<file path="src/rtl/gcbs_pkg.sv">
`timescale 1ns / 1ps
// types, codes and helpers shared by the grid cell bracket search block
// no dependencies
package gcbs_pkg;

   localparam int COORD_W     = 32;
   localparam int MARGIN_W    = 31;
   localparam int COUNT_W     = 11;
   localparam int OUT_IDX_W   = 10;
   localparam int SCAN_IDX_W  = 16;
   localparam int CSR_INDEX_W = 3;
   localparam int REQ_TDATA_W = 112;
   localparam int RSP_TDATA_W = 80;

   // input op codes
   localparam logic [1:0] OP_LOAD_LAT = 2'd0;
   localparam logic [1:0] OP_LOAD_LON = 2'd1;
   localparam logic [1:0] OP_QUERY    = 2'd2;

   // result zone codes
   localparam logic [2:0] ZONE_INSIDE  = 3'd0;
   localparam logic [2:0] ZONE_LAT_EXT = 3'd1;
   localparam logic [2:0] ZONE_LON_EXT = 3'd2;
   localparam logic [2:0] ZONE_CORNER  = 3'd3;
   localparam logic [2:0] ZONE_ERROR   = 3'd4;

   // configuration register indexes
   localparam logic [2:0] CSR_LAT_COUNT  = 3'd0;
   localparam logic [2:0] CSR_LON_COUNT  = 3'd1;
   localparam logic [2:0] CSR_LAT_MARGIN = 3'd2;
   localparam logic [2:0] CSR_LON_MARGIN = 3'd3;
   localparam logic [2:0] CSR_LAT_MIN    = 3'd4;
   localparam logic [2:0] CSR_LAT_MAX    = 3'd5;
   localparam logic [2:0] CSR_LON_MIN    = 3'd6;
   localparam logic [2:0] CSR_LON_MAX    = 3'd7;

   typedef enum logic [1:0] {
      KIND_LOAD_LAT,
      KIND_LOAD_LON,
      KIND_QUERY
   } kind_type;

   // queued command: load uses a as value, query uses a = lat and b = lon
   typedef struct packed {
      kind_type               kind;
      logic [OUT_IDX_W-1:0]   idx;
      logic [COORD_W-1:0]     a;
      logic [COORD_W-1:0]     b;
   } cmd_type;

   typedef struct packed {
      logic [COUNT_W-1:0]  lat_count;
      logic [COUNT_W-1:0]  lon_count;
      logic [MARGIN_W-1:0] lat_margin;
      logic [MARGIN_W-1:0] lon_margin;
      logic [COORD_W-1:0]  lat_min;
      logic [COORD_W-1:0]  lat_max;
      logic [COORD_W-1:0]  lon_min;
      logic [COORD_W-1:0]  lon_max;
   } cfg_type;

   typedef struct packed {
      logic                  done;
      logic                  ok;
      logic [SCAN_IDX_W-1:0] lo;
      logic [SCAN_IDX_W-1:0] hi;
      logic [COORD_W-1:0]    first;
      logic [COORD_W-1:0]    last;
   } scan_res_type;

   typedef enum logic [2:0] {
      SCAN_IDLE,
      SCAN_END0,
      SCAN_END1,
      SCAN_END2,
      SCAN_FWD,
      SCAN_REV,
      SCAN_DONE
   } scan_state_type;

   typedef enum logic [2:0] {
      BACK_IDLE,
      BACK_SCAN,
      BACK_FLAG,
      BACK_RESULT
   } back_state_type;

   // a lies at or beyond b by no more than margin
   function automatic logic beyond(input logic [COORD_W-1:0] a,
                                   input logic [COORD_W-1:0] b,
                                   input logic [MARGIN_W-1:0] m);
      logic [COORD_W:0] diff;
      diff = {a[COORD_W-1], a} - {b[COORD_W-1], b};
      return !diff[COORD_W] && (diff <= {2'b00, m});
   endfunction

   // bit 1: hit, bit 0: hit on the last entry
   function automatic logic [1:0] end_match(input logic [COORD_W-1:0] v,
                                            input logic [COORD_W-1:0] first,
                                            input logic [COORD_W-1:0] last);
      logic [1:0] r;
      r = 2'b00;
      if (v == first) begin
         r = 2'b10;
      end else if (v == last) begin
         r = 2'b11;
      end
      return r;
   endfunction

endpackage

</file>
<file path="src/rtl/gcbs_front.sv">
`timescale 1ns / 1ps
// front part: accepts request transactions, classifies them, two-entry queue
// depends on gcbs_pkg
module gcbs_front #(
   parameter int AXIS_DEPTH = 1024
) (
   input  logic                  clock,
   input  logic                  reset,
   input  logic                  req_tvalid,
   output logic                  req_tready,
   input  logic [1:0]            req_tuser,
   input  logic [gcbs_pkg::REQ_TDATA_W-1:0] req_tdata,
   output logic                  head_valid,
   output gcbs_pkg::cmd_type     head_cmd,
   input  logic                  head_pop
);
   import gcbs_pkg::*;

   cmd_type    q_ff [2];
   cmd_type    cmd;
   logic       wr_ptr_ff, wr_ptr_in;
   logic       rd_ptr_ff, rd_ptr_in;
   logic [1:0] count_ff, count_in;
   logic       keep;
   logic       push;
   logic       pop;
   logic [31:0] idx_wide;

   // classify the incoming transaction
   always_comb begin
      idx_wide = {22'b0, req_tdata[9:0]};
      cmd.idx  = req_tdata[9:0];
      cmd.a    = req_tdata[41:10];
      cmd.b    = req_tdata[73:42];
      cmd.kind = KIND_QUERY;
      keep     = 1'b0;
      unique case (req_tuser)
         OP_LOAD_LAT: begin
            cmd.kind = KIND_LOAD_LAT;
            keep     = idx_wide < AXIS_DEPTH;
         end
         OP_LOAD_LON: begin
            cmd.kind = KIND_LOAD_LON;
            keep     = idx_wide < AXIS_DEPTH;
         end
         OP_QUERY: begin
            cmd.a    = req_tdata[73:42];
            cmd.b    = req_tdata[105:74];
            keep     = 1'b1;
         end
         default: keep = 1'b0;
      endcase
   end

   assign req_tready = count_ff != 2'd2;
   assign push       = req_tvalid && req_tready && keep;
   assign pop        = head_pop && head_valid;
   assign head_valid = count_ff != 2'd0;
   assign head_cmd   = q_ff[rd_ptr_ff];

   // queue pointers and fill count
   always_comb begin
      wr_ptr_in = wr_ptr_ff ^ push;
      rd_ptr_in = rd_ptr_ff ^ pop;
      count_in  = count_ff + {1'b0, push} - {1'b0, pop};
   end

   always_ff @(posedge clock) begin
      if (reset) begin
         wr_ptr_ff <= 1'b0;
         rd_ptr_ff <= 1'b0;
         count_ff  <= 2'd0;
      end else begin
         wr_ptr_ff <= wr_ptr_in;
         rd_ptr_ff <= rd_ptr_in;
         count_ff  <= count_in;
      end
   end

   // queue storage
   always_ff @(posedge clock) begin
      if (push) begin
         q_ff[wr_ptr_ff] <= cmd;
      end
   end

   a_no_pop_empty: assert property (@(posedge clock) disable iff (reset)
      head_pop |-> head_valid)
      else $error("pop from empty queue");
   a_no_push_full: assert property (@(posedge clock) disable iff (reset)
      count_ff == 2'd2 |-> !push)
      else $error("push into full queue");
   a_count_step: assert property (@(posedge clock) disable iff (reset)
      push && !pop |=> count_ff == $past(count_ff) + 2'd1)
      else $error("queue count did not grow");

endmodule

</file>
<file path="config.mk">
export PLATFORM = sky130hd
export DESIGN_NAME = gcbs_front
export DESIGN_NICKNAME = d
export VERILOG_FILES = /design/src/rtl/gcbs_pkg.sv /design/src/rtl/gcbs_front.sv
export SDC_FILE = /design/constraint.sdc
export NUM_CORES = 1
export LEC_CHECK = 0
export ABC_AREA = 1
export BUFFER_PORTS_ARGS = -buffer_cell sky130_fd_sc_hd__buf_2
export CAP_MARGIN = 20
export CORE_MARGIN = 2
export CORE_UTILIZATION = 55
export DETAILED_ROUTE_END_ITERATION = 8
export PLACE_DENSITY = 0.91
export SLEW_MARGIN = 10
export SYNTH_ARGS = -nofsm -noshare
export SYNTH_HDL_FRONTEND = slang
export SYNTH_SLANG_ARGS = --single-unit
</file>
<file path="constraint.sdc">
create_clock -name clock -period 7.9 [get_ports clock]
set_clock_uncertainty 0.05 [all_clocks]
set_input_delay 1.58 -clock clock [delete_from_list [all_inputs] [get_ports clock]]
set_output_delay 1.58 -clock clock [all_outputs]
set_load 0.02 [all_outputs]
</file>
==> run summary, run 1 <==
The simple-gate portion of the synthesized area is 14.6%. Cell class contributing the biggest share of worst-path delay: buffers and inverters. Routability-driven placement finished with a final weighted congestion of 0.823. The area of the mapped netlist is 0.00654 sq mm. After synthesis, the largest area contributor takes up 69.8% of total cell area. The tools report the overall global routing resource usage as 22.1%. The final reports fail on DRC. The average cell area after synthesis is 12.6 sq um, and the initial antenna violation count is 0. For the worst setup path, the data arrival time is 2.37 ns. The tools report the number of synthesis warnings as 0. The via count of the first global-routing pass is 4628. The total design power is 0.00261 W. The wire length of the first global-routing pass is 21600 um. Global routing finished with a remaining overflow of 0. The number of hold buffers added after CTS was 0.

After floorplanning, the core was divided into 39 placement rows. For this run, global-route usage on met1 was measured as 24.9%. The final-report max-slew violation count was 0. The setup total negative slack is 0 ns, and the height of the die is 113 um.

sky130_fd_sc_hd__edfxtp_1 takes more of the synthesized area than any other cell. Register bit total from synthesis: 156. Max-cap violations in this run came to 0. For this configuration, the core starts out at a cell density of 56.8%.

The detailed router finished its first iteration with 228 violations. The final critical path takes up 50.7% of the cycle. For the number of hold violations in the final report, the log shows 0.

Headroom to the max-slew limit came out at 31.1%. The antenna diode count is 0, and the post-synthesis xor/xnor area fraction is 0.134%. CTS placed an instance of sky130_fd_sc_hd__clkbuf_16 at the clock tree root. The routing usage on met3 is 5.84%, and the share of the yosys chip area belonging to registers is 71.0%. From synthesis to final layout, the design area changed by 25.2%.

Setup repair after global routing left no endpoint under its margin. The top-level I/O count was 196; the detailed-route wire length per cell was 16.4 um. For this design the static power due to leakage is 3.56 nW. The smallest clock period supported by the final layout is computed as 4.00 ns. The tools report the number of buffers created by CTS as 17. CTS built an H-tree with a depth of 4. Number of setup violations in the final report: 0.

During placement, the flow inserted port buffers numbering 189. The final wirelength is 14100 um. After routing the design area is 0.00819 sq mm.

After synthesis, the share of cell area in mux cells is 9.87%. The slowest stage of the critical path is the sky130_fd_sc_hd__buf_4 cell. After detailed placement, the total cell area comes to 0.00756 sq mm. The path class of the tightest hold or removal check is flop to flop. Distinct cell type count after synthesis: 19.

The clock reaches the later pin of the worst-skew pair after 0.42 ns. TritonCTS built the clock tree. The compound-gate portion of the synthesized area works out to 0.918%. The most congested layer reported by global routing was met2.

Dividing the detail-routed via count by the number of cells gives 5.23. The synthesized net count is 639, and the instance count of the mapped netlist is 519. The run finished, with violations left.

The maximum single-stage delay on the critical path is 0.65 ns. The maximum frequency from static timing analysis came out at 0.250 GHz. The tools report the type of element capturing the critical path as an output port. Post-route worst hold slack: 0.620 ns. After synthesis, the cell types taking the most area are sky130_fd_sc_hd__edfxtp_1 (70%), sky130_fd_sc_hd__nand2_1 (14%), sky130_fd_sc_hd__mux2_2 (8.3%). STA classifies the critical path startpoint as a flop. In the routed design, unresolved DRC markers number 12. The x dimension of the die was 113 um; the number of inserted filler cells in the final layout was 771. Clock-pin slew was measured on the worst setup and hold paths at 0.06 ns. The run gives 0 as the post-detailed-route count of antenna-violating nets. In the synthesized netlist the dominant register cell turns out to be sky130_fd_sc_hd__edfxtp_1.

The logs give 156 for the clock sink count and 0.0128 sq mm for the full die area. For this run, the post-layout net count is 826. In the final layout, the share of cells above drive strength 1 is 38.8%. For the met2 track utilization from global routing, the log shows 39.3%. After the flow finishes, the layout carries non-filler instances totaling 862.

The floorplan step defined a core boundary enclosing 0.0115 sq mm. The logs give 0 for the post-cts repair resize count and 4512 for the detailed-route via count. At the pin with the least slew margin, the transition time is 1.03 ns. At the worst endpoint, the required time is 6.27 ns. For this design the ratio of total power to cell area is 319 mW/mm^2. Walking the worst path, the cells encountered are buf_4, inv_2, buf_4, nand2_1, nand2_1, buf_2.

The buffers plus inverters on the worst setup path is 4. For the clock tree buffer depth, the log shows 2. Summing the areas of all fa, ha and maj instances in the mapped netlist gives 0.382% of the synthesized area. The number of placed instances, taps included, is 829. VDD sags by at most 187 uV. The maximum number of pins on one net before global-route repair is 79, and the post-DP HPWL is 8640 um. The cell with the most instances after synthesis was sky130_fd_sc_hd__nand2_1. Ranked by instance count, the synthesized netlist is headed by sky130_fd_sc_hd__nand2_1 (238), sky130_fd_sc_hd__edfxtp_1 (152), sky130_fd_sc_hd__mux2_2 (48).

Post-CTS timing repair inserted 0 buffers for setup. Along the worst path, the maximum fanout reaches 78. The synthesized design contains 152 enable-type register cells. The number of iterations in the first detailed-routing pass came out at 6. The dominant combinational cell family by area after synthesis was simple AND/OR/NAND/NOR gates.

Counting flops with an async set or reset pin after synthesis yields a share of 0%. The critical path is of the flop to output port type.
-- per-layer routing --
metal  vias up  routed length, um  share of wire (%)
met5         -                  0                  0
met4         0                356                2.5
met3        30                991                7.0
met2       223               7490                 53
met1      2128               5300                 37
li1       2131                  -                  -
-- power by group --
group	internal, W	switching [W]	leakage, nW	total [W]
clock network	0.000524	0.000307	0.286	0.000831
registers	0.00104	0.0000291	1.44	0.00107
logic	0.000216	0.000499	1.83	0.000715
-- registers in the layout, indices dropped and copies added, names as in the netlist --
name / count
wr_ptr_ff: 1
q_ff: 152
count_ff: 2
rd_ptr_ff: 1
-- cell type report --
cell class | count | area (sq um) | share of cell area [%]
clock buffer | 19 | 433 | 5.28
clock inverter | 13 | 174 | 2.12
inverter | 15 | 56.3 | 0.687
multi-input combinational | 323 | 1720 | 20.9
sequential | 156 | 4650 | 56.7
tap | 143 | 179 | 2.18
timing repair buffer | 193 | 988 | 12.1
-- worst paths after layout --
check	start	endpoint	slack (ns)	cells past startpoint
worst max register to register	count_ff[0]	q_ff[1][18]	5.70	5
worst min register to register	wr_ptr_ff	wr_ptr_ff	0.62	3
worst max-delay path	rd_ptr_ff	head_cmd[3]	3.90	6
worst min-delay path	wr_ptr_ff	wr_ptr_ff	0.62	3
-- worst register-to-register path, delay by kind of cell (launching register included) --
kind	cells	cell delay [ns]
AND/OR/NAND/NOR	3	0.48
flip-flops	1	0.38
buffers and inverters	2	0.84
-- metrics by stage --
step	util [%]	setup WS, ns
6_report	71.1	3.90
5_1_grt	71.1	3.76
4_1_cts	71.0	3.88
3_5_place_dp	65.7	4.32
3_3_place_gp	65.7	4.40
2_1_floorplan	-	2.34
-- cell families after synthesis --
family,count (synthesis)
simple gates,252
compound gates,12
fa+ha+maj,2
mux,56
buf+inv,40
xor+xnor,1
flops,156
-- placed cells by master (no fill, tap or decap), types with 6 or more instances in the layout --
cell                          n
sky130_fd_sc_hd__nand2_1    238
sky130_fd_sc_hd__buf_2      189
sky130_fd_sc_hd__mux2_2      48
sky130_fd_sc_hd__o21ai_0      6
sky130_fd_sc_hd__inv_1       14
sky130_fd_sc_hd__clkbuf_16   17
sky130_fd_sc_hd__a21oi_1      6
sky130_fd_sc_hd__edfxtp_1   152
sky130_fd_sc_hd__nor2_1      10
(Power assumes the default switching activity.)
==> run 2: changes to the inputs <==
CORE_UTILIZATION = 51   (was 55)
PLACE_DENSITY = 0.86   (was 0.91)
clock period = 3.8 ns   (was 7.9 ns; I/O delays follow)
==> run 2 against run 1 <==
The flow now finishes without violations. Core utilization fell by 5.5 points. Count of clock-buffer cells in the layout fell by 2. Sequential cell count did not move. Critical path depth fell by 1. Register-to-register slack got worse by 4.0 ns. Die area rose by 7.6%. Design area rose by 0.66%. Critical path type unchanged. Critical endpoint is now head_cmd[38].
==> run summary, run 2 (same netlist as run 1, synthesis figures left out) <==
The clock passes through at most 2 buffers. The setup total negative slack was 0 ns; the register clock-pin slew on the reported worst setup and hold paths was 0.06 ns. The count of maximum capacitance violations is 0, and the final weighted congestion in routability-driven placement is 0.764.

In the final layout, the multi-input gates occupy 0.00172 sq mm. The shortest clock period the worst path allows after layout came out at 2.79 ns. The library cell used most frequently in the layout, excluding fill and tap cells, is sky130_fd_sc_hd__nand2_1. In the final routed layout, each cell accounts on average for 15.2 um.

TritonCTS built the clock tree. The maximum number of pins on one net before global-route repair was 77; the power per cell area was 655 mW/mm^2. The area inside the core boundary came out at 0.0126 sq mm. Once layout is complete, the utilization of the core stands at 65.6%. For this design the top-level I/O count stands at 196.

The number of buffers and inverters on the critical path is 3. The worst min-delay path startpoint was req_tdata[7]. The number of hold violations in the final report was 0; the number of hold buffers added after CTS was 0. The maximum frequency from static timing analysis came out at 0.358 GHz. The library cells used most frequently in the layout, excluding fill and tap cells, are sky130_fd_sc_hd__nand2_1 (238), sky130_fd_sc_hd__buf_2 (189), sky130_fd_sc_hd__edfxtp_1 (152), sky130_fd_sc_hd__mux2_2 (48), sky130_fd_sc_hd__clkbuf_16 (17).

Traced cell by cell, the critical path runs through inv_2, buf_12, nand2_1, nand2_1, buf_2. The clock latency on the worst-skew pair is 0.42 ns. The final wirelength was 13600 um; the initial cell density of the core was 52.1%. After filler insertion, the fill cell instance count of the layout stands at 934.

The register with the most flip-flops in the layout has 152 of them. Measured in cells, the most critical reg-to-reg path has a length of 6. STA puts the critical path data arrival time at 1.98 ns. For this block, the initial DRC count from the detailed router was 229. Counting the buffers created by CTS gives 17. The cell class contributing the biggest share of worst-path delay is buffers and inverters.

Relative to the synthesized area, the layout overhead comes to 26.0%. The repair_antennas step left the layout with diodes totalling 0. The category of the worst setup path launch point is a flop.

The largest single stage delay on the critical path is 0.60 ns. In this run the core area contains 41 standard-cell rows. The tools report the type of element capturing the critical path as an output port.

The logs give 0 for the global route total overflow and 0.481 ns for the post-route worst hold slack. The tools report the detailed-route via count as 4368. The sequential cells in the finished layout cover a total of 0.00465 sq mm. The post-detailed-route count of antenna-violating nets was 0. The worst path setup slack after routing was 1.01 ns. The die is 117 um tall.

The post-cts repair resize count is 0, and the post-route clock period utilization is 73.5%. The run gives 4 as the number of iterations in the first detailed-routing pass. The tools report the worst hold endpoint as q_ff[0][71]. The critical path is of the flop to output port type. The DRC violation count after routing was 0.

The path class of the tightest hold or removal check is primary input to flop. Detailed placement ended at an HPWL of 8650 um. The total of buffers placed on input and output ports is 189. In this run the critical register-to-register path is captured at q_ff[0][44]. The initial antenna violation count was 0. The largest registers in the layout are q_ff: 152 flops, count_ff: 2 flops.

The count of cells along the worst hold path is 1. The net count of the finished layout was 826. The run gives 38.4% as the worst relative slew slack.

For flop-to-flop paths, the worst setup slack is 1.68 ns. The most frequent cell on the critical path was sky130_fd_sc_hd__nand2_1. Setup violations remaining at the end of the flow were counted as 0. The maximum vdd drop was 422 uV; the clock sink count was 156. In the routed layout, each cell is associated on average with a via count of 4.90. The wire length of the first global-routing pass was 20500 um; the number of H-tree levels was 4. The final-report max-slew violation count is 0.

In this run the static leakage power is 3.57 nW. The number of buffers inserted by post-CTS setup repair was 0. In this run the critical register-to-register path is launched from count_ff[0]. After layout, the design draws a total of 0.00540 W. The register with the highest flop count was q_ff. The largest individual stage delay along the critical path comes from the cell sky130_fd_sc_hd__inv_2.

Via count of the first global-routing pass: 4313. For the worst setup path, the data required time is 2.99 ns. The measured slew at the worst slew-check pin works out to 0.924 ns. Setup repair after global routing left no endpoint under its margin. The die covers 0.0137 sq mm. In this run the worst path has a maximum fanout of 46. The post-placement worst setup slack is 1.15 ns, and the x dimension of the die is 117 um. The layout cell share with drive strength beyond 1 came out at 39.1%. Global routing used 20.1% of the available tracks across all layers.

The flow ran to the end, and the final reports show no timing, DRC or antenna violations. The tools report the clock root buffer as sky130_fd_sc_hd__clkbuf_16.
run 2: layer usage:
layer	share of wire, %	track usage [%]	up-vias
met5	0	0	-
met4	1.4	8.47	0
met3	6.6	6.23	16
met2	52	34.9	155
met1	40	22.9	2058
li1	-	-	2139
run 2: how the worst max path moves through the flow:
| stage | depth (start not counted) | slack (ns) | from | to |
|---|---|---|---|---|
| 4_1_cts | 5 | 0.96 | rd_ptr_ff | head_cmd[38] |
| 3_3_place_gp | 6 | 1.22 | req_tuser[1] | q_ff[0][9] |
| 6_report | 5 | 1.01 | rd_ptr_ff | head_cmd[38] |
| 3_5_place_dp | 6 | 1.15 | req_tuser[1] | q_ff[0][9] |
| 2_1_floorplan | 3 | 0.33 | req_tuser[0] | q_ff[1][0] |
| 5_1_grt | 5 | 0.88 | rd_ptr_ff | head_cmd[38] |
run 2: per-stage QoR:
step | instance area (sq um) | cells
3_3_place_gp | 7650 | 859
2_1_floorplan | 6550 | 519
3_5_place_dp | 7650 | 859
6_report | 8250 | 891
4_1_cts | 8250 | 891
5_1_grt | 8250 | 891
run 2: power breakdown:
part | total (W) | internal [W] | switching [W]
logic | 0.00148 | 0.000461 | 0.00102
clock network | 0.00170 | 0.00103 | 0.000668
registers | 0.00221 | 0.00216 | 0.0000584
total | 0.00540 | 0.00365 | 0.00175
run 2: layout make-up:
cell class | count | area share [%]
flip-flops and latches | 156 | 56.3
clock buffers | 17 | 5.16
well taps | 172 | 2.61
clock inverters | 15 | 2.11
multi-input cells | 323 | 20.8
repair buffers | 193 | 12.3
inverters | 15 | 0.683
